## src/rtl/i2r_pkg.sv

```systemverilog
// Shared types, constants and digit-to-symbol functions for the Roman numeral converter.
`timescale 1ns / 1ps

package i2r_pkg;

  localparam int VALUE_W  = 13;            // binary input width
  localparam int DIGITS   = 4;             // thousands, hundreds, tens, units
  localparam int BCD_W    = 4 * DIGITS;
  localparam int SYM_W    = 3;
  localparam int CNT_W    = 4;             // double-dabble shift counter
  localparam int STEP_W   = 3;
  localparam int POS_W    = 2;
  localparam int IN_TDATA_W  = 16;
  localparam int OUT_TDATA_W = 8;

  localparam logic [CNT_W-1:0]  LAST_SHIFT = CNT_W'(VALUE_W - 1);
  localparam logic [POS_W-1:0]  POS_THOU   = 2'd3;
  localparam logic [3:0]        MAX_THOU   = 4'd4;

  // letter codes
  localparam logic [SYM_W-1:0] SYM_I = 3'd0;
  localparam logic [SYM_W-1:0] SYM_V = 3'd1;
  localparam logic [SYM_W-1:0] SYM_X = 3'd2;
  localparam logic [SYM_W-1:0] SYM_L = 3'd3;
  localparam logic [SYM_W-1:0] SYM_C = 3'd4;
  localparam logic [SYM_W-1:0] SYM_D = 3'd5;
  localparam logic [SYM_W-1:0] SYM_M = 3'd6;

  typedef enum logic [1:0] {
    ST_IDLE,
    ST_CONV,
    ST_EMIT
  } state_t;

  typedef struct packed {
    logic load;   // capture input beat, clear BCD
    logic shift;  // one double-dabble iteration
    logic step;   // emit one symbol or skip to the next digit
  } cmd_t;

  typedef struct packed {
    logic conv_done;  // final shift in progress
    logic run_done;   // current step ends the numeral
    logic out_free;   // output register can take a beat
  } stat_t;

  // number of symbols a digit produces at a position
  function automatic logic [STEP_W-1:0] digit_count(input logic [3:0] d,
                                                   input logic [POS_W-1:0] pos);
    logic [STEP_W-1:0] n;
    n = '0;
    if (pos == POS_THOU) begin
      n = (d <= MAX_THOU) ? d[STEP_W-1:0] : '0;
    end else begin
      case (d)
        4'd4, 4'd9:                n = 3'd2;
        4'd5, 4'd6, 4'd7, 4'd8:    n = STEP_W'(d - 4'd4);
        4'd1, 4'd2, 4'd3:          n = d[STEP_W-1:0];
        default:                   n = '0;
      endcase
    end
    return n;
  endfunction

  // letter for symbol index step of a digit at a position
  function automatic logic [SYM_W-1:0] digit_symbol(input logic [3:0] d,
                                                   input logic [POS_W-1:0] pos,
                                                   input logic [STEP_W-1:0] step);
    logic [SYM_W-1:0] one;
    logic [SYM_W-1:0] five;
    logic [SYM_W-1:0] ten;
    logic [SYM_W-1:0] s;
    one  = {pos, 1'b0};
    five = one + 3'd1;
    ten  = one + 3'd2;
    if (pos == POS_THOU) begin
      s = SYM_M;
    end else if (d == 4'd9) begin
      s = (step == '0) ? one : ten;
    end else if (d == 4'd4) begin
      s = (step == '0) ? one : five;
    end else if (d >= 4'd5) begin
      s = (step == '0) ? five : one;
    end else begin
      s = one;
    end
    return s;
  endfunction

endpackage

```

## src/rtl/integer_to_roman_numeral_top.sv

```systemverilog
// Top level of the integer to Roman numeral converter.
`timescale 1ns / 1ps
//
// Channel  Dir  Bits                          Beat
// s_axis   in   tdata[12:0] value             one integer 0..4999
// m_axis   out  tdata[2:0] symbol, tlast=last one letter, tlast on final letter
//
// An item is taken while idle, converted to BCD by the shift-and-add-3 loop,
// then emitted one symbol per cycle while m_tready allows, plus one step past
// each finished digit; at most 16 symbols and 3 digit steps per item, from the
// single symbol emitter. s_tready is high only while idle; the last symbol may
// still wait in the output register while the next item is accepted.
// A stalled m_tready holds the emitter. Reset (rst, synchronous) returns to
// idle and drops any pending beat. Zero gives no beats.

module integer_to_roman_numeral_top (
  input  logic                               clk,
  input  logic                               rst,
  input  logic                               s_tvalid,
  output logic                               s_tready,
  input  logic [i2r_pkg::IN_TDATA_W-1:0]     s_tdata,   // [12:0] value
  output logic                               m_tvalid,
  input  logic                               m_tready,
  output logic [i2r_pkg::OUT_TDATA_W-1:0]    m_tdata,   // [2:0] symbol
  output logic                               m_tlast
);
  import i2r_pkg::*;

  cmd_t              cmd;
  stat_t             stat;
  logic [SYM_W-1:0]  symbol;

  i2r_ctrl u_ctrl (
    .clk      (clk),
    .rst      (rst),
    .s_tvalid (s_tvalid),
    .s_tready (s_tready),
    .stat     (stat),
    .cmd      (cmd)
  );

  i2r_dpath u_dpath (
    .clk      (clk),
    .rst      (rst),
    .value    (s_tdata[VALUE_W-1:0]),
    .cmd      (cmd),
    .stat     (stat),
    .m_tvalid (m_tvalid),
    .m_tready (m_tready),
    .symbol   (symbol),
    .last     (m_tlast)
  );

  assign m_tdata = {{(OUT_TDATA_W-SYM_W){1'b0}}, symbol};

endmodule

```

## src/rtl/i2r_ctrl.sv

```systemverilog
// Sequencer for the Roman numeral converter: accept, convert to BCD, emit symbols.
`timescale 1ns / 1ps

module i2r_ctrl (
  input  logic          clk,
  input  logic          rst,
  input  logic          s_tvalid,
  output logic          s_tready,
  input  i2r_pkg::stat_t stat,
  output i2r_pkg::cmd_t  cmd
);
  import i2r_pkg::*;

  state_t state;
  state_t state_next;

  always_ff @(posedge clk) begin
    if (rst) begin
      state <= ST_IDLE;
    end else begin
      state <= state_next;
    end
  end

  always_comb begin
    state_next = state;
    cmd        = '0;
    s_tready   = 1'b0;
    unique case (state)
      ST_IDLE: begin
        s_tready = 1'b1;
        if (s_tvalid) begin
          cmd.load   = 1'b1;
          state_next = ST_CONV;
        end
      end
      ST_CONV: begin
        cmd.shift = 1'b1;
        if (stat.conv_done) begin
          state_next = ST_EMIT;
        end
      end
      ST_EMIT: begin
        // advance only when the output register has room
        if (stat.out_free) begin
          cmd.step = 1'b1;
          if (stat.run_done) begin
            state_next = ST_IDLE;
          end
        end
      end
      default: state_next = ST_IDLE;
    endcase
  end

  conv_to_emit_a: assert property (@(posedge clk) disable iff (rst)
    (state == ST_CONV && stat.conv_done) |=> (state == ST_EMIT))
    else $error("conversion end did not start emission");

  emit_to_idle_a: assert property (@(posedge clk) disable iff (rst)
    (state == ST_EMIT && stat.out_free && stat.run_done) |=> (state == ST_IDLE))
    else $error("finished run did not return to idle");

  no_cmd_overlap_a: assert property (@(posedge clk) disable iff (rst)
    $onehot0({cmd.load, cmd.shift, cmd.step}))
    else $error("more than one datapath command at once");

endmodule

```

## src/rtl/i2r_dpath.sv

```systemverilog
// Datapath: double-dabble BCD conversion, digit/step counters and output register.
`timescale 1ns / 1ps

module i2r_dpath (
  input  logic                                  clk,
  input  logic                                  rst,
  input  logic [i2r_pkg::VALUE_W-1:0]           value,
  input  i2r_pkg::cmd_t                         cmd,
  output i2r_pkg::stat_t                        stat,
  output logic                                  m_tvalid,
  input  logic                                  m_tready,
  output logic [i2r_pkg::SYM_W-1:0]             symbol,
  output logic                                  last
);
  import i2r_pkg::*;

  logic [VALUE_W-1:0] bin;
  logic [BCD_W-1:0]   bcd;
  logic [BCD_W-1:0]   bcd_adj;
  logic [CNT_W-1:0]   cnt;
  logic [POS_W-1:0]   pos;
  logic [STEP_W-1:0]  step;

  logic [3:0]         cur_digit;
  logic [STEP_W-1:0]  cur_count;
  logic [SYM_W-1:0]   cur_sym;
  logic               lower_zero;
  logic               has_sym;
  logic               cur_last;

  // add 3 to every BCD digit of five or more before the shift
  always_comb begin
    for (int i = 0; i < DIGITS; i++) begin
      bcd_adj[4*i +: 4] = (bcd[4*i +: 4] >= 4'd5) ? bcd[4*i +: 4] + 4'd3 : bcd[4*i +: 4];
    end
  end

  always_comb begin
    cur_digit = bcd[{pos, 2'b00} +: 4];
    cur_count = digit_count(cur_digit, pos);
    cur_sym   = digit_symbol(cur_digit, pos, step);
    unique case (pos)
      2'd3:    lower_zero = (bcd[11:0] == '0);
      2'd2:    lower_zero = (bcd[7:0] == '0);
      2'd1:    lower_zero = (bcd[3:0] == '0);
      default: lower_zero = 1'b1;
    endcase
    has_sym  = (step < cur_count);
    cur_last = has_sym && (step == cur_count - 3'd1) && lower_zero;
  end

  always_comb begin
    stat.conv_done = (cnt == '0);
    stat.run_done  = has_sym ? cur_last : (pos == '0);
    stat.out_free  = !m_tvalid || m_tready;
  end

  always_ff @(posedge clk) begin
    if (cmd.load) begin
      bin  <= value;
      bcd  <= '0;
      cnt  <= LAST_SHIFT;
      pos  <= POS_THOU;
      step <= '0;
    end else if (cmd.shift) begin
      bcd <= {bcd_adj[BCD_W-2:0], bin[VALUE_W-1]};
      bin <= {bin[VALUE_W-2:0], 1'b0};
      cnt <= cnt - 4'd1;
    end else if (cmd.step) begin
      if (has_sym) begin
        step <= step + 3'd1;
      end else begin
        // digit exhausted: drop to the next lower position
        pos  <= pos - 2'd1;
        step <= '0;
      end
    end
  end

  always_ff @(posedge clk) begin
    if (cmd.step && has_sym) begin
      symbol <= cur_sym;
      last   <= cur_last;
    end
  end

  always_ff @(posedge clk) begin
    if (rst) begin
      m_tvalid <= 1'b0;
    end else if (cmd.step && has_sym) begin
      m_tvalid <= 1'b1;
    end else if (m_tready) begin
      m_tvalid <= 1'b0;
    end
  end

  sym_range_a: assert property (@(posedge clk) disable iff (rst)
    m_tvalid |-> (symbol <= SYM_M))
    else $error("symbol code out of range");

  thou_is_m_a: assert property (@(posedge clk) disable iff (rst)
    (cmd.step && has_sym && pos == POS_THOU) |=> (symbol == SYM_M))
    else $error("thousands position emitted a letter other than M");

  load_count_a: assert property (@(posedge clk) disable iff (rst)
    cmd.load |=> (cnt == LAST_SHIFT && bcd == '0))
    else $error("conversion not initialized on load");

  no_overwrite_a: assert property (@(posedge clk) disable iff (rst)
    (m_tvalid && !m_tready) |-> !(cmd.step && has_sym))
    else $error("pending output beat overwritten");

endmodule
```

## config.mk

```make
export PLATFORM = sky130hd
export DESIGN_NAME = integer_to_roman_numeral_top
export DESIGN_NICKNAME = d
export VERILOG_FILES = /design/src/rtl/i2r_pkg.sv /design/src/rtl/integer_to_roman_numeral_top.sv /design/src/rtl/i2r_ctrl.sv /design/src/rtl/i2r_dpath.sv
export SDC_FILE = /design/constraint.sdc
export NUM_CORES = 1
export LEC_CHECK = 0
export BUFFER_PORTS_ARGS = -buffer_cell sky130_fd_sc_hd__buf_4
export CAP_MARGIN = 20
export CORE_MARGIN = 3
export CORE_UTILIZATION = 50
export DETAILED_ROUTE_END_ITERATION = 16
export PLACE_DENSITY = 0.84
export SYNTH_ARGS = -nofsm -noshare
export SYNTH_HDL_FRONTEND = slang
export SYNTH_SLANG_ARGS = --single-unit
```

## constraint.sdc

```tcl
create_clock -name clk -period 2.79 [get_ports clk]
set_input_delay 0.1395 -clock clk [delete_from_list [all_inputs] [get_ports clk]]
set_output_delay 0.1395 -clock clk [all_outputs]
set_load 0.005 [all_outputs]
```

# Yosys cells after proc, flatten, opt, wreduce, memory -nomap -nowiden
# Cells that the tools add are included.
# op_classes
n_bitwise	2
eq_ne	19
reduce_logical	20
n_addsub	11
n_lt_le_gt_ge	7
shifts	1
n_mux	31
# ops
operator	count
3-bit 2-to-1 mux	10
13-bit 2-to-1 mux	2
4-bit by 3-bit >= comparator with 1-bit output, second input constant	5
4-bit by 3-bit == test with 1-bit output, second input constant	4
16-bit by 5-bit indexed part select with 4-bit output	1
4-bit by 2-bit adder with 4-bit output, second input constant	3
12-bit zero test	1
4-bit 2-to-1 mux	3
1-bit 2-to-1 mux	9
3-bit one-hot mux with 3 select lines	1
4-bit by 2-bit == test with 1-bit output, second input constant	2
4-bit == test, second input constant	2
4-bit zero test	2
8-bit zero test	1
2-bit 2-to-1 mux	4
2-bit != test, second input constant	4
3-bit by 1-bit adder with 3-bit output, second input constant	2
3-bit by 2-bit adder with 3-bit output, second input constant	2
2-bit == test, second input constant	3
2-bit one-hot mux with 3 select lines	1
2-bit by 1-bit == test with 1-bit output, second input constant	2
4-bit by 1-bit == test with 1-bit output, second input constant	1
4-bit by 3-bit <= comparator with 1-bit output, second input constant	1
2-bit zero test	2
other kinds (19)	23
# word_totals
output_inout_bits	11
input_bits	20
ff_bits	45
word_cells	100

# Longest topological paths before layout
# Gate-level depths: netlist of run 1.
# depth
ltp_word	13
depth_mapped	14
mapped_depth_nobuf	13

# By module
# Synthesis of run 1 repeated with hierarchy kept, for this count alone.
# hier_totals
hier_cells	285
hier_area_um2	2721.4
# by_module_without_submodules
module	area_each_um2	instances	seq_area_each_um2	cells_per_inst
i2r_dpath	2580.0	1	1031.0	266
i2r_ctrl	100.1	1	40.0	13
integer_to_roman_numeral_top	41.3	1	0.0	6

# Worst setup path after synthesis of run 1
# Ideal clock, no wire load.
# synth_timing
path_kind	register to register
start	reg u_dpath.pos[0]
end	reg u_dpath.last (data pin)
n_path_buf	1
stages_incl_launch_ff	12
path_slack_ns	-0.262
setup_ns	0.134
arrival_time_ns	2.918
period_less_slack_ns	3.052
required_time_ns	2.656
path_cell_list	dfxtp_1 buf_6 mux4_2 nor2b_1 a22o_1 a32oi_1 ha_1 nor2b_1 o21ai_0 nand2b_1 a2111oi_0 and2_1
# synth_via
elab_chain_cells	9
elab_cells_between_ends	27
classes_between	add/sub (2); order compare (2); eq/ne (13); shift (1); mux (4); reduce/logical (5)
# synth_lines
item	line	source
start, declared	i2r_dpath.sv:21	logic [POS_W-1:0] pos;
start signal, assigned	i2r_dpath.sv:74	pos <= pos - 2'd1;
16-bit by 5-bit indexed part select with 4-bit output	i2r_dpath.sv:39	cur_digit = bcd[{pos, 2'b00} +: 4];
4-bit by 3-bit == test with 1-bit output, or another cell as far along	i2r_pkg.sv:55	case (d)
4-bit OR reduction, or another cell as far along	i2r_pkg.sv:55	
3-bit one-hot mux with 3 select lines	i2r_pkg.sv:55	
3-bit 2-to-1 mux	i2r_pkg.sv:52	if (pos == POS_THOU) begin
3-bit by 1-bit subtractor with 3-bit output	i2r_dpath.sv:49	cur_last = has_sym && (step == cur_count - 3'd1) && lower_zero;
3-bit == test	i2r_dpath.sv:49	
1-bit logical AND	i2r_dpath.sv:49	
1-bit logical AND (*)	i2r_dpath.sv:49	
via u_dpath.cur_last	i2r_dpath.sv:29	logic cur_last;
end signal, assigned	i2r_dpath.sv:83	last <= cur_last;
end, declared	i2r_dpath.sv:13	output logic last
# The timed path passes the listed nets; every way through them passes the cells marked *.
# A chain may end at the register's enable or synchronous reset.

# Worst setup path in the final report of run 1
# Same ends and word-level chain as after synthesis.

==> results of run 1 <==
placed cells by master (no fill, tap or decap), types with 2 or more instances in the layout:
master / count
nand2b_1: 7
edfxtp_1: 17
nor2_4: 2
nor3b_1: 2
clkbuf_8: 5
o21ai_2: 3
nand3b_1: 2
nand3_1: 18
xnor2_1: 10
nand2_1: 54
nor2b_1: 3
conb_1: 5
nor2_1: 17
dfxtp_4: 2
inv_1: 18
ha_1: 23
o21ai_0: 18
inv_6: 2
mux4_2: 2
a21oi_1: 21
mux2i_2: 2
dfxtp_1: 26
and2_1: 2
and3_1: 3
o32ai_1: 3
xor2_1: 3
buf_4: 54
state kept, by name (all words and copies together) (netlist names):
register and count:
u_dpath.bcd 16, u_dpath.bin 13, u_dpath.cnt 4, u_dpath.step 3, u_dpath.symbol 3, u_ctrl.state 2, u_dpath.pos 2, u_dpath.last 1
u_dpath.m_tvalid 1
cells by family (layout without fill, tap and decap cells):
| logic type | after synthesis | count (layout) | share of synthesized area |
|---|---|---|---|
| and+or+nand+nor | 120 | 120 | 0.210 |
| AOI/OAI and AO/OA | 58 | 58 | 0.135 |
| DFF | 45 | 45 | 0.402 |
| buffers and inverters | 35 | 81 | 0.0625 |
| adders and majority gates | 23 | 23 | 0.108 |
| xor gates and xnor gates | 13 | 13 | 0.0427 |
| muxes | 7 | 7 | 0.0380 |
| other | 1 | 5 | 0.00141 |
worst register-to-register path, stage by stage, from the launching register on:
cell	delay, ns
dfxtp_4	0.37
mux4_2	0.52
nor2b_4	0.15
a22o_1	0.19
a32oi_2	0.22
ha_1	0.27
nor2b_1	0.14
o21ai_2	0.16
nand2b_4	0.11
a2111oi_4	0.23
and2_1	0.17
stage by stage:
| step | util | hold slack [ns] | instances | area, sq um | power, mW |
|---|---|---|---|---|---|
| detailed placement | 0.629 | 0.327 | 410 | 3110 | 0.987 |
| finish | 0.664 | 0.0807 | 419 | 3280 | 1.50 |
| global placement | 0.629 | 0.328 | 410 | 3110 | 0.976 |
| global route | 0.664 | 0.0741 | 419 | 3280 | 1.57 |
| floorplan | - | 0.207 | 306 | 2720 | 0.914 |
| CTS | 0.657 | 0.0746 | 419 | 3250 | 1.50 |
final cells by class:
cell class                      instances  area (sq um)
Clock buffer                            5          68.8
Multi-Input combinational cell        226          1520
Inverter                               18          67.6
Fill cell                             398          1660
Sequential cell                        45          1080
Clock inverter                          3          47.5
Tap cell                               67          83.8
Timing Repair Buffer                   55           415
worst max path at each step:
stage	to	slack (ns)	cells past startpoint	startpoint
after floorplan	u_dpath.last	0.0007	11	u_dpath.pos[0]
after global placement	u_dpath.last	-0.04	11	u_dpath.pos[1]
after detailed placement	u_dpath.step[2]	-0.15	13	u_dpath.pos[1]
after CTS	u_dpath.pos[0]	-0.01	11	u_dpath.pos[0]
after global routing	u_dpath.last	-0.01	10	u_dpath.pos[0]
final	u_dpath.last	0.14	10	u_dpath.pos[0]
repair_timing:
item	4_1_cts	5_1_grt
buffers inserted	0	0
pin swaps	1	2
gates resized for setup	4	12
hold endpoints to repair	1	0
hold buffers	1	0
gates cloned	0	0
setup endpoints to repair	12	12
power by group through the flow:
stage	logic (mW)	clock network [mW]	registers [mW]
2_1_floorplan	0.139	0	0.775
3_3_place_gp	0.201	0	0.774
3_5_place_dp	0.209	0	0.778
4_1_cts	0.213	0.529	0.763
5_1_grt	0.247	0.557	0.767
6_report	0.214	0.530	0.761
layer usage:
layer / track usage / part of all wire / vias up
li1: - / - / 1128
met1: 0.238 / 0.45 / 1023
met5: 0 / 0 / -
met2: 0.330 / 0.49 / 45
met4: 0.0945 / 0.025 / 0
met3: 0.0397 / 0.032 / 14
==> metrics.yaml, run 1 <==
antenna_left: 0
io_pins: 31
power.density_mw_per_mm2: 458
ys_seq_area_frac: 0.402
setup_tns_ns: 0
rrSetupSlack_ns: 0.14
p_clk_frac: 0.352
synth_most_common_cell: "nand2_1"
num_rows: 25
synth_top_area_cell: "dfxtp_1"
slowest_delay_ns: 0.52
yosysTopAreaCellShare: 0.210
r2r-end: "u_dpath.last"
synthTopCellsByArea: "dfxtp_1 (21%), edfxtp_1 (19%), ha_1 (11%)"
outcome: "finished, final reports clean"
switching_share: 0.270
cts-root-buf: "clkbuf_8"
drive_gt1_frac: 0.239
clock-sinks: 45
clock_latency_ns: 0.31
pwr-share-seq: 0.506
syn_area_sq_mm: 0.00266
synth_edf_count: 17
drc: 0
worstSetupEndpointType: "flip-flop"
portBuffers: 22
drv_cap: 0
syn_avg_cell_area_sq_um: 8.82
critical-path-top-delay-family: "compound AO/OA/AOI/OAI gates"
cts.htree.levels: 2
path_buf_inv: 0
wl_microns: 5790
fin_crit_sh: 0.948
wl_per_cell_microns: 13.8
skew_ns: 0.0104
gr-total-overflow: 0
finalHoldViolCount: 0
cts.clk_slew.worst_paths_ns: 0.10
p_int_mw: 1.10
yosys-top-cells-count: "nand2_1 (54), dfxtp_1 (28), ha_1 (23)"
path_class: "flip-flop to flip-flop"
setup_ws_ns: 0.144
worstReg2RegStart: "u_dpath.pos[0]"
place.gp.congestion: 0.813
gr-usage-all-layers: 0.196
min_from: "s_tdata[4]"
setup_viol: 0
clockBufferDepth: 2
fp.dieArea_sq_mm: 0.00624
slew_headroom: 0.395
drt-initial-drc-count: 104
first_global_vias: 2123
first_pass_iters: 4
cts_tree: "done"
synthArstFlopShare: 0
ys_seq_elements: 45
critPathMaxFanout: 6
antenna_cells: 0
crit_arrival_ns: 2.83
irDropWorstVdd_mv: 0.442
tightest_slew_ns: 0.908
fmax_mhz: 378
critPathRequiredTime_ns: 2.97
hold_path_depth: 3
ys_warn_count: 0
finalMaxSlewViolations: 0
path_cells: "mux4_2 -> nor2b_4 -> a22o_1 -> a32oi_2 -> ha_1 -> nor2b_1 -> o21ai_2 -> nand2b_4 -> a2111oi_4 -> and2_1"
dp_slack_ns: -0.149
die_x_microns: 79.0
areaGrowthSynthToFinish_pct: 23.3
synth_cell_types: 46
core_area_sq_mm: 0.00494
rsz0062_at_grt: "yes"
die_y_microns: 79.0
leakagePower_nw: 1.40
p_switching_mw: 0.406
whs_endpoint: "u_dpath.bin[4]"
initial_core_util: 0.539
period_needed_ns: 2.65
p_comb_frac: 0.142
hp-class: "input pin to flip-flop"
via_per_inst: 5.27
start_kind: "flip-flop"
layout.nets: 394
hpwl_microns: 4080
grt_first_pass_wirelength_microns: 9590
r2r_cells: 10
syn_inst: 302
antenna_found_initial: 0
grt_max_degree: 28
vias: 2210
crit_path_top_delay_cell: "mux4_2"
cts_inserted_buffers: 5
synth_top_flop_cell: "dfxtp_1"
No activity file was read; power rests on OpenSTA's default activity.
==> inputs of run 2 (changes only) <==
--- a/config.mk
+++ b/config.mk
@@ -8,9 +8,10 @@
 export BUFFER_PORTS_ARGS = -buffer_cell sky130_fd_sc_hd__buf_4
 export CAP_MARGIN = 20
 export CORE_MARGIN = 3
-export CORE_UTILIZATION = 50
+export CORE_UTILIZATION = 53
 export DETAILED_ROUTE_END_ITERATION = 16
-export PLACE_DENSITY = 0.84
+export PLACE_DENSITY = 0.87
+export REMOVE_ABC_BUFFERS = 1
 export SYNTH_ARGS = -nofsm -noshare
 export SYNTH_HDL_FRONTEND = slang
 export SYNTH_SLANG_ARGS = --single-unit
==> run 2 against run 1 <==
Effect of this change: the flow now finishes with violations (setup timing); core utilization grew 1.4 points; fmax shrank 8.5%; sequential share of layout area rose by 0.39 points; clock power decreased by 24%; cell area is 1.2% lower; clock skew is 0.0063 ns lower; via count up 4.7%; first-iteration DRC count up 63%; flip-flop and latch count stayed put; global-route usage increased by 0.95 points; largest power group unchanged; highest routed layer unchanged.
==> metrics.yaml, run 2 (synthesis gave the netlist of run 1 again) <==
leakagePower_nw: 1.40  # +0.40%
crit_path_top_delay_cell: "mux4_2"
setup_ws_ns: -0.101  # -0.245 ns
fmax_mhz: 346  # -8.5%
final_common_cell: "nand2_1"
rsz0062_at_grt: "yes"
critical-path-top-delay-family: "compound AO/OA/AOI/OAI gates"
areaGrowthSynthToFinish_pct: 21.8
critPathRequiredTime_ns: 2.96  # about the same
clockBufferDepth: 2  # unchanged
slowest_delay_ns: 0.52  # about the same
grt_max_degree: 27  # -3.6%
placed_area_sq_mm: 0.00304  # -2.2%
period_needed_ns: 2.89  # +0.244 ns
first_pass_iters: 4  # unchanged
worstSetupEndpointType: "flip-flop"
crit_arrival_ns: 3.07  # +0.24 ns
initial_core_util: 0.557  # +0.0176
drt-initial-drc-count: 170  # +63%
top_register: "u_dpath.bcd"
switching_share: 0.279  # +0.00873
fp.dieArea_sq_mm: 0.00591  # -5.2%
drive_gt1_frac: 0.231  # -0.00787
finalMaxSlewViolations: 0  # unchanged
start_kind: "flip-flop"
die_y_microns: 76.9  # -2.7%
path_class: "flip-flop to flip-flop"
antenna_found_initial: 0  # unchanged
pwr-share-seq: 0.558  # +0.052
dp_slack_ns: -0.198  # -0.0491 ns
hpwl_microns: 4200  # +2.9%
p_switching_mw: 0.383  # -5.7%
drv_cap: 0  # unchanged
stdcell_count: 418  # -0.24%
fin_crit_sh: 1.04  # +0.0876
gr-usage-all-layers: 0.205  # +0.00949
skew_ns: 0.00409  # -0.00633 ns
cts-root-buf: "clkbuf_8"
cpMostUsedCell: "nor2b_4"
first_global_vias: 2129  # +0.28%
die_x_microns: 76.9  # -2.7%
hp-class: "input pin to flip-flop"
design_area_sq_mm: 0.00324  # -1.2%
path_buf_inv: 1  # +1
setup_viol: 9  # +9
outcome: "finished with violations"
n_fill_cell: 352  # -12%
core_area_sq_mm: 0.00479  # -3.2%
wl_microns: 6700  # +16%
reg.largest.list: "u_dpath.bcd (16), u_dpath.bin (13), u_dpath.cnt (4)"
grt_first_pass_wirelength_microns: 9720  # +1.4%
layout.nets: 393  # -0.25%
p_comb_frac: 0.149  # +0.007
slew_headroom: 0.394  # -0.00111
gr-total-overflow: 0  # unchanged
clock_latency_ns: 0.30  # about the same
failed_checks: "setup timing"
power.density_mw_per_mm2: 424  # -7.6%
portBuffers: 22  # unchanged
antenna_left: 0  # unchanged
num_rows: 25  # unchanged
critPathMaxFanout: 3  # -3
cts.htree.levels: 2  # unchanged
vias: 2314  # +4.7%
cts_tree: "done"
cts_inserted_buffers: 5  # unchanged
largest_reg_flops: 16  # unchanged
io_pins: 31  # unchanged
tightest_slew_ns: 0.909  # +0.00167 ns
p_clk_frac: 0.293  # -0.059
wl_per_cell_microns: 16.0  # +16%
antenna_cells: 0  # unchanged
dpl.cell_count: 406  # -0.98%
drc: 0  # unchanged
clock-sinks: 45  # unchanged
cts.clk_slew.worst_paths_ns: 0.09  # about the same
place.gp.congestion: 0.845  # +3.9%
path_cells: "mux4_2 -> nor2b_4 -> a22o_1 -> a32oi_2 -> ha_1 -> nor2b_4 -> o21ai_2 -> nand2b_1 -> a2111oi_2 -> buf_4 -> and2_1"
power.total_mw: 1.37  # -8.7%
finalHoldViolCount: 0  # unchanged
p_int_mw: 0.991  # -9.7%
irDropWorstVdd_mv: 0.398  # -9.9%
layout_common_cells: "nand2_1 (54), buf_4 (51), dfxtp_1 (26), ha_1 (22), a21oi_1 (21)"
via_per_inst: 5.54  # +5.0%
-- run 2: power by group through the flow --
stage / Sequential [mW] / Combinational (mW) / Clock [mW]
4_1_cts: 0.767 / 0.197 / 0.414
3_5_place_dp: 0.783 / 0.192 / 0
5_1_grt: 0.772 / 0.231 / 0.423
2_1_floorplan: 0.775 / 0.123 / 0
3_3_place_gp: 0.778 / 0.184 / 0
6_report: 0.767 / 0.205 / 0.402
-- run 2: worst paths after layout --
path | startpoint | end | slack (ns) | cells after the start
worst max-delay path | u_dpath.pos[0] | u_dpath.last | -0.10 | 11
worst min-delay path | s_tdata[1] | u_dpath.bin[1] | 0.1 | 3
worst max register to register | u_dpath.pos[0] | u_dpath.last | -0.10 | 11
worst min register to register | u_dpath.bin[12] | u_dpath.bcd[0] | 0.51 | 2
-- run 2: area by class of cell --
type | instances | area (sq um) | share of cell area
Multi-Input combinational cell | 226 | 1510 | 0.466
Sequential cell | 45 | 1080 | 0.332
Timing Repair Buffer | 54 | 415 | 0.128
Tap cell | 67 | 83.8 | 0.0258
Clock buffer | 5 | 68.8 | 0.0212
Inverter | 18 | 67.6 | 0.0208
Clock inverter | 3 | 17.5 | 0.00540
-- run 2: routing by layer --
layer / vias to the layer above / part of all wire / wire, microns / GRT usage
li1: 1116 / - / - / -
met4: 0 / 0.037 / 246 / 0.0851
met1: 1106 / 0.41 / 2760 / 0.242
met3: 17 / 0.037 / 245 / 0.0458
met5: - / 0 / 0 / 0
met2: 75 / 0.51 / 3450 / 0.358
-- run 2: per-stage QoR --
stage | hold slack [ns] | util | TNS, ns
floorplan | 0.207 | - | -1.84
global placement | 0.331 | 0.635 | -0.0581
detailed placement | 0.327 | 0.635 | -1.05
CTS | 0.00356 | 0.657 | -0.0160
global route | 0.0938 | 0.678 | -1.24
finish | 0.0979 | 0.678 | -0.465
-- run 2: timing repair --
| item | in CTS | in global routing |
|---|---|---|
| pin swaps | 0 | 3 |
| hold buffers | 0 | 1 |
| setup buffers | 0 | 3 |
| hold endpoints to repair | 0 | 1 |
| setup endpoints to repair | 11 | 12 |
| gates resized for setup | 7 | 17 |
-- run 2: tightest hold or removal path, cell delays in order --
cell and delay [ns]:
buf_4 0.07, nand2_1 0.04, nand2_1 0.04
==> inputs of run 3 (changes only) <==
--- a/config.mk
+++ b/config.mk
@@ -8,9 +8,9 @@
 export BUFFER_PORTS_ARGS = -buffer_cell sky130_fd_sc_hd__buf_4
 export CAP_MARGIN = 20
 export CORE_MARGIN = 3
-export CORE_UTILIZATION = 53
+export CORE_UTILIZATION = 63
 export DETAILED_ROUTE_END_ITERATION = 16
-export PLACE_DENSITY = 0.87
+export PLACE_DENSITY = 0.95
 export REMOVE_ABC_BUFFERS = 1
 export SYNTH_ARGS = -nofsm -noshare
 export SYNTH_HDL_FRONTEND = slang
==> constraint.sdc (replaced) <==
create_clock -name clk -period 3.7 [get_ports clk]
set_input_delay 0.185 -clock clk [delete_from_list [all_inputs] [get_ports clk]]
set_output_delay 0.185 -clock clk [all_outputs]
set_load 0.005 [all_outputs]
==> run 3 against run 2 <==
Effect of this change: the run now ends clean; clock skew is 0.0050 ns higher; global-route usage up 3.2 points; worst setup slack better by 0.45 ns; cell area is 9.1% lower; fmax decreased by 14%; first-iteration DRC count is 10% lower; hold slack lost 0.039 ns; via count fell by 5.3%; die area fell by 15%; critical path depth up 2; sequential share of layout area up 3.1 points; largest power group unchanged.
==> metrics.yaml, run 3 (synthesis gave the netlist of run 1 again) <==
holdWs_ns: 0.0593  # -0.0386 ns
num_rows: 23  # -8.0%
path_class: "flip-flop to flip-flop"
areaGrowthSynthToFinish_pct: 10.8
fin_crit_sh: 0.906  # -0.130
cts.clk_slew.worst_paths_ns: 0.09  # about the same
vias: 2191  # -5.3%
grt_max_degree: 34  # +26%
rrSetupSlack_ns: 0.35  # +0.45 ns
drc: 0  # unchanged
cts_tree: "done"
crit_arrival_ns: 3.59  # +0.52 ns
layout.nets: 365  # -7.1%
gr-usage-all-layers: 0.238  # +0.0323
cts.htree.levels: 2  # unchanged
core_area_sq_mm: 0.00403  # -16%
clock-sinks: 45  # unchanged
drv_cap: 0  # unchanged
setup_ws_ns: 0.347  # +0.448 ns
cts_inserted_buffers: 5  # unchanged
setup_tns_ns: 0  # +0.465 ns
grt_first_pass_wirelength_microns: 9630  # -0.93%
top_register: "u_dpath.bcd"
stdcell_count: 373  # -11%
postCtsHoldBufs: 0  # unchanged
final_common_cell: "nand2_1"
gr-total-overflow: 0  # unchanged
reg.largest.list: "u_dpath.bcd (16), u_dpath.bin (13), u_dpath.cnt (4)"
cts-root-buf: "clkbuf_8"
first_pass_iters: 4  # unchanged
largest_reg_flops: 16  # unchanged
antenna_found_initial: 0  # unchanged
slew_headroom: 0.400  # +0.00652
fp.dieArea_sq_mm: 0.00504  # -15%
tightest_slew_ns: 0.900  # -0.00977 ns
initial_core_util: 0.661  # +0.105
power.density_mw_per_mm2: 373  # -12%
antenna_left: 0  # unchanged
hp-class: "input pin to flip-flop"
outcome: "finished, final reports clean"
hpwl_microns: 3880  # -7.6%
io_pins: 31  # unchanged
die_x_microns: 71.0  # -7.6%
setup_viol: 0  # -9
place.gp.congestion: 0.793  # -6.2%
power.total_mw: 1.10  # -20%
wl_per_cell_microns: 15.5  # -3.6%
finalHoldViolCount: 0  # unchanged
drt-initial-drc-count: 153  # -10%
layout_common_cells: "nand2_1 (54), dfxtp_1 (27), buf_4 (26), ha_1 (23)"
worstSetupEndpointType: "flip-flop"
first_global_vias: 2051  # -3.7%
dp_slack_ns: 0.250  # +0.448 ns
antenna_cells: 0  # unchanged
rsz0062_at_grt: "no"
portBuffers: 22  # unchanged
dpl.cell_count: 365  # -10%
postCtsSetupRepairBufs: 0  # unchanged
drive_gt1_frac: 0.127  # -0.104
critPathRequiredTime_ns: 3.94  # +0.98 ns
via_per_inst: 5.87  # +6.1%
finalMaxSlewViolations: 0  # unchanged
leakagePower_nw: 1.25  # -11%
wl_microns: 5770  # -14%
start_kind: "flip-flop"
irDropWorstVdd_mv: 0.297  # -25%
period_needed_ns: 3.35  # +0.462 ns
critPathMaxFanout: 11  # +8
fmax_mhz: 298  # -14%
clockBufferDepth: 2  # unchanged
ctsResizeCount: 0  # -7
skew_ns: 0.00904  # +0.00495 ns
die_y_microns: 71.0  # -7.6%
clock_latency_ns: 0.30  # about the same
-- run 3: cell count changes in the layout (fill, tap and decap cells not counted), sizes merged --
| cell | delta |
|---|---|
| clkinv | -2 |
| buf | -27 |
| bufinv | +1 |
| clkbuf | +1 |
| dlygate4sd3 | -1 |
-- run 3: where the power goes --
group | internal (mW) | switching [mW] | leakage (nW) | total [mW]
registers | 0.556 | 0.0260 | 0.390 | 0.582
logic | 0.0563 | 0.0860 | 0.808 | 0.142
clock network | 0.203 | 0.174 | 0.0554 | 0.377
total | 0.815 | 0.286 | 1.25 | 1.10
-- run 3: critical path: stages, from the launching register on --
cell,delay [ns]
dfxtp_1,0.62
mux2_2,0.42
o21ai_1,0.20
nor2_1,0.06
a22o_1,0.20
a32oi_1,0.24
ha_1,0.28
nor2b_1,0.13
o21ai_0,0.13
nand2b_1,0.09
buf_4,0.16
nor2_1,0.44
inv_1,0.13
a21oi_1,0.18
-- run 3: area by class of cell --
cell class	instances	area, sq um
clock buffers	6	72.6
clock inverters	2	38.8
fillers	265	1080
inverters	18	67.6
multi-input cells	226	1440
flip-flops and latches	45	1070
well taps	50	62.6
repair buffers	26	195
-- run 3: routing by layer --
layer  vias up  GRT usage  share of wire  routed length [microns]
met2        81      0.388           0.49                     2850
met5         -          0              0                        0
met4         0      0.100          0.034                      197
li1       1067          -              -                        -
met1      1020      0.309           0.42                     2400
met3        23     0.0440          0.055                      318
-- run 3: worst paths after layout --
| path | to | startpoint | cells past startpoint |
|---|---|---|---|
| worst max register to register | u_dpath.m_tvalid | u_dpath.pos[1] | 13 |
| worst max-delay path | u_dpath.m_tvalid | u_dpath.pos[1] | 13 |
| worst min-delay path | u_ctrl.state[1] | rst | 2 |
| worst min register to register | u_dpath.bcd[0] | u_dpath.bin[12] | 2 |
-- run 3: metrics by stage --
| stage | util | instance area [sq um] |
|---|---|---|
| after floorplan | - | 2580 |
| after global placement | 0.704 | 2840 |
| after detailed placement | 0.704 | 2840 |
| after CTS | 0.732 | 2950 |
| after global routing | 0.732 | 2950 |
| final | 0.732 | 2950 |
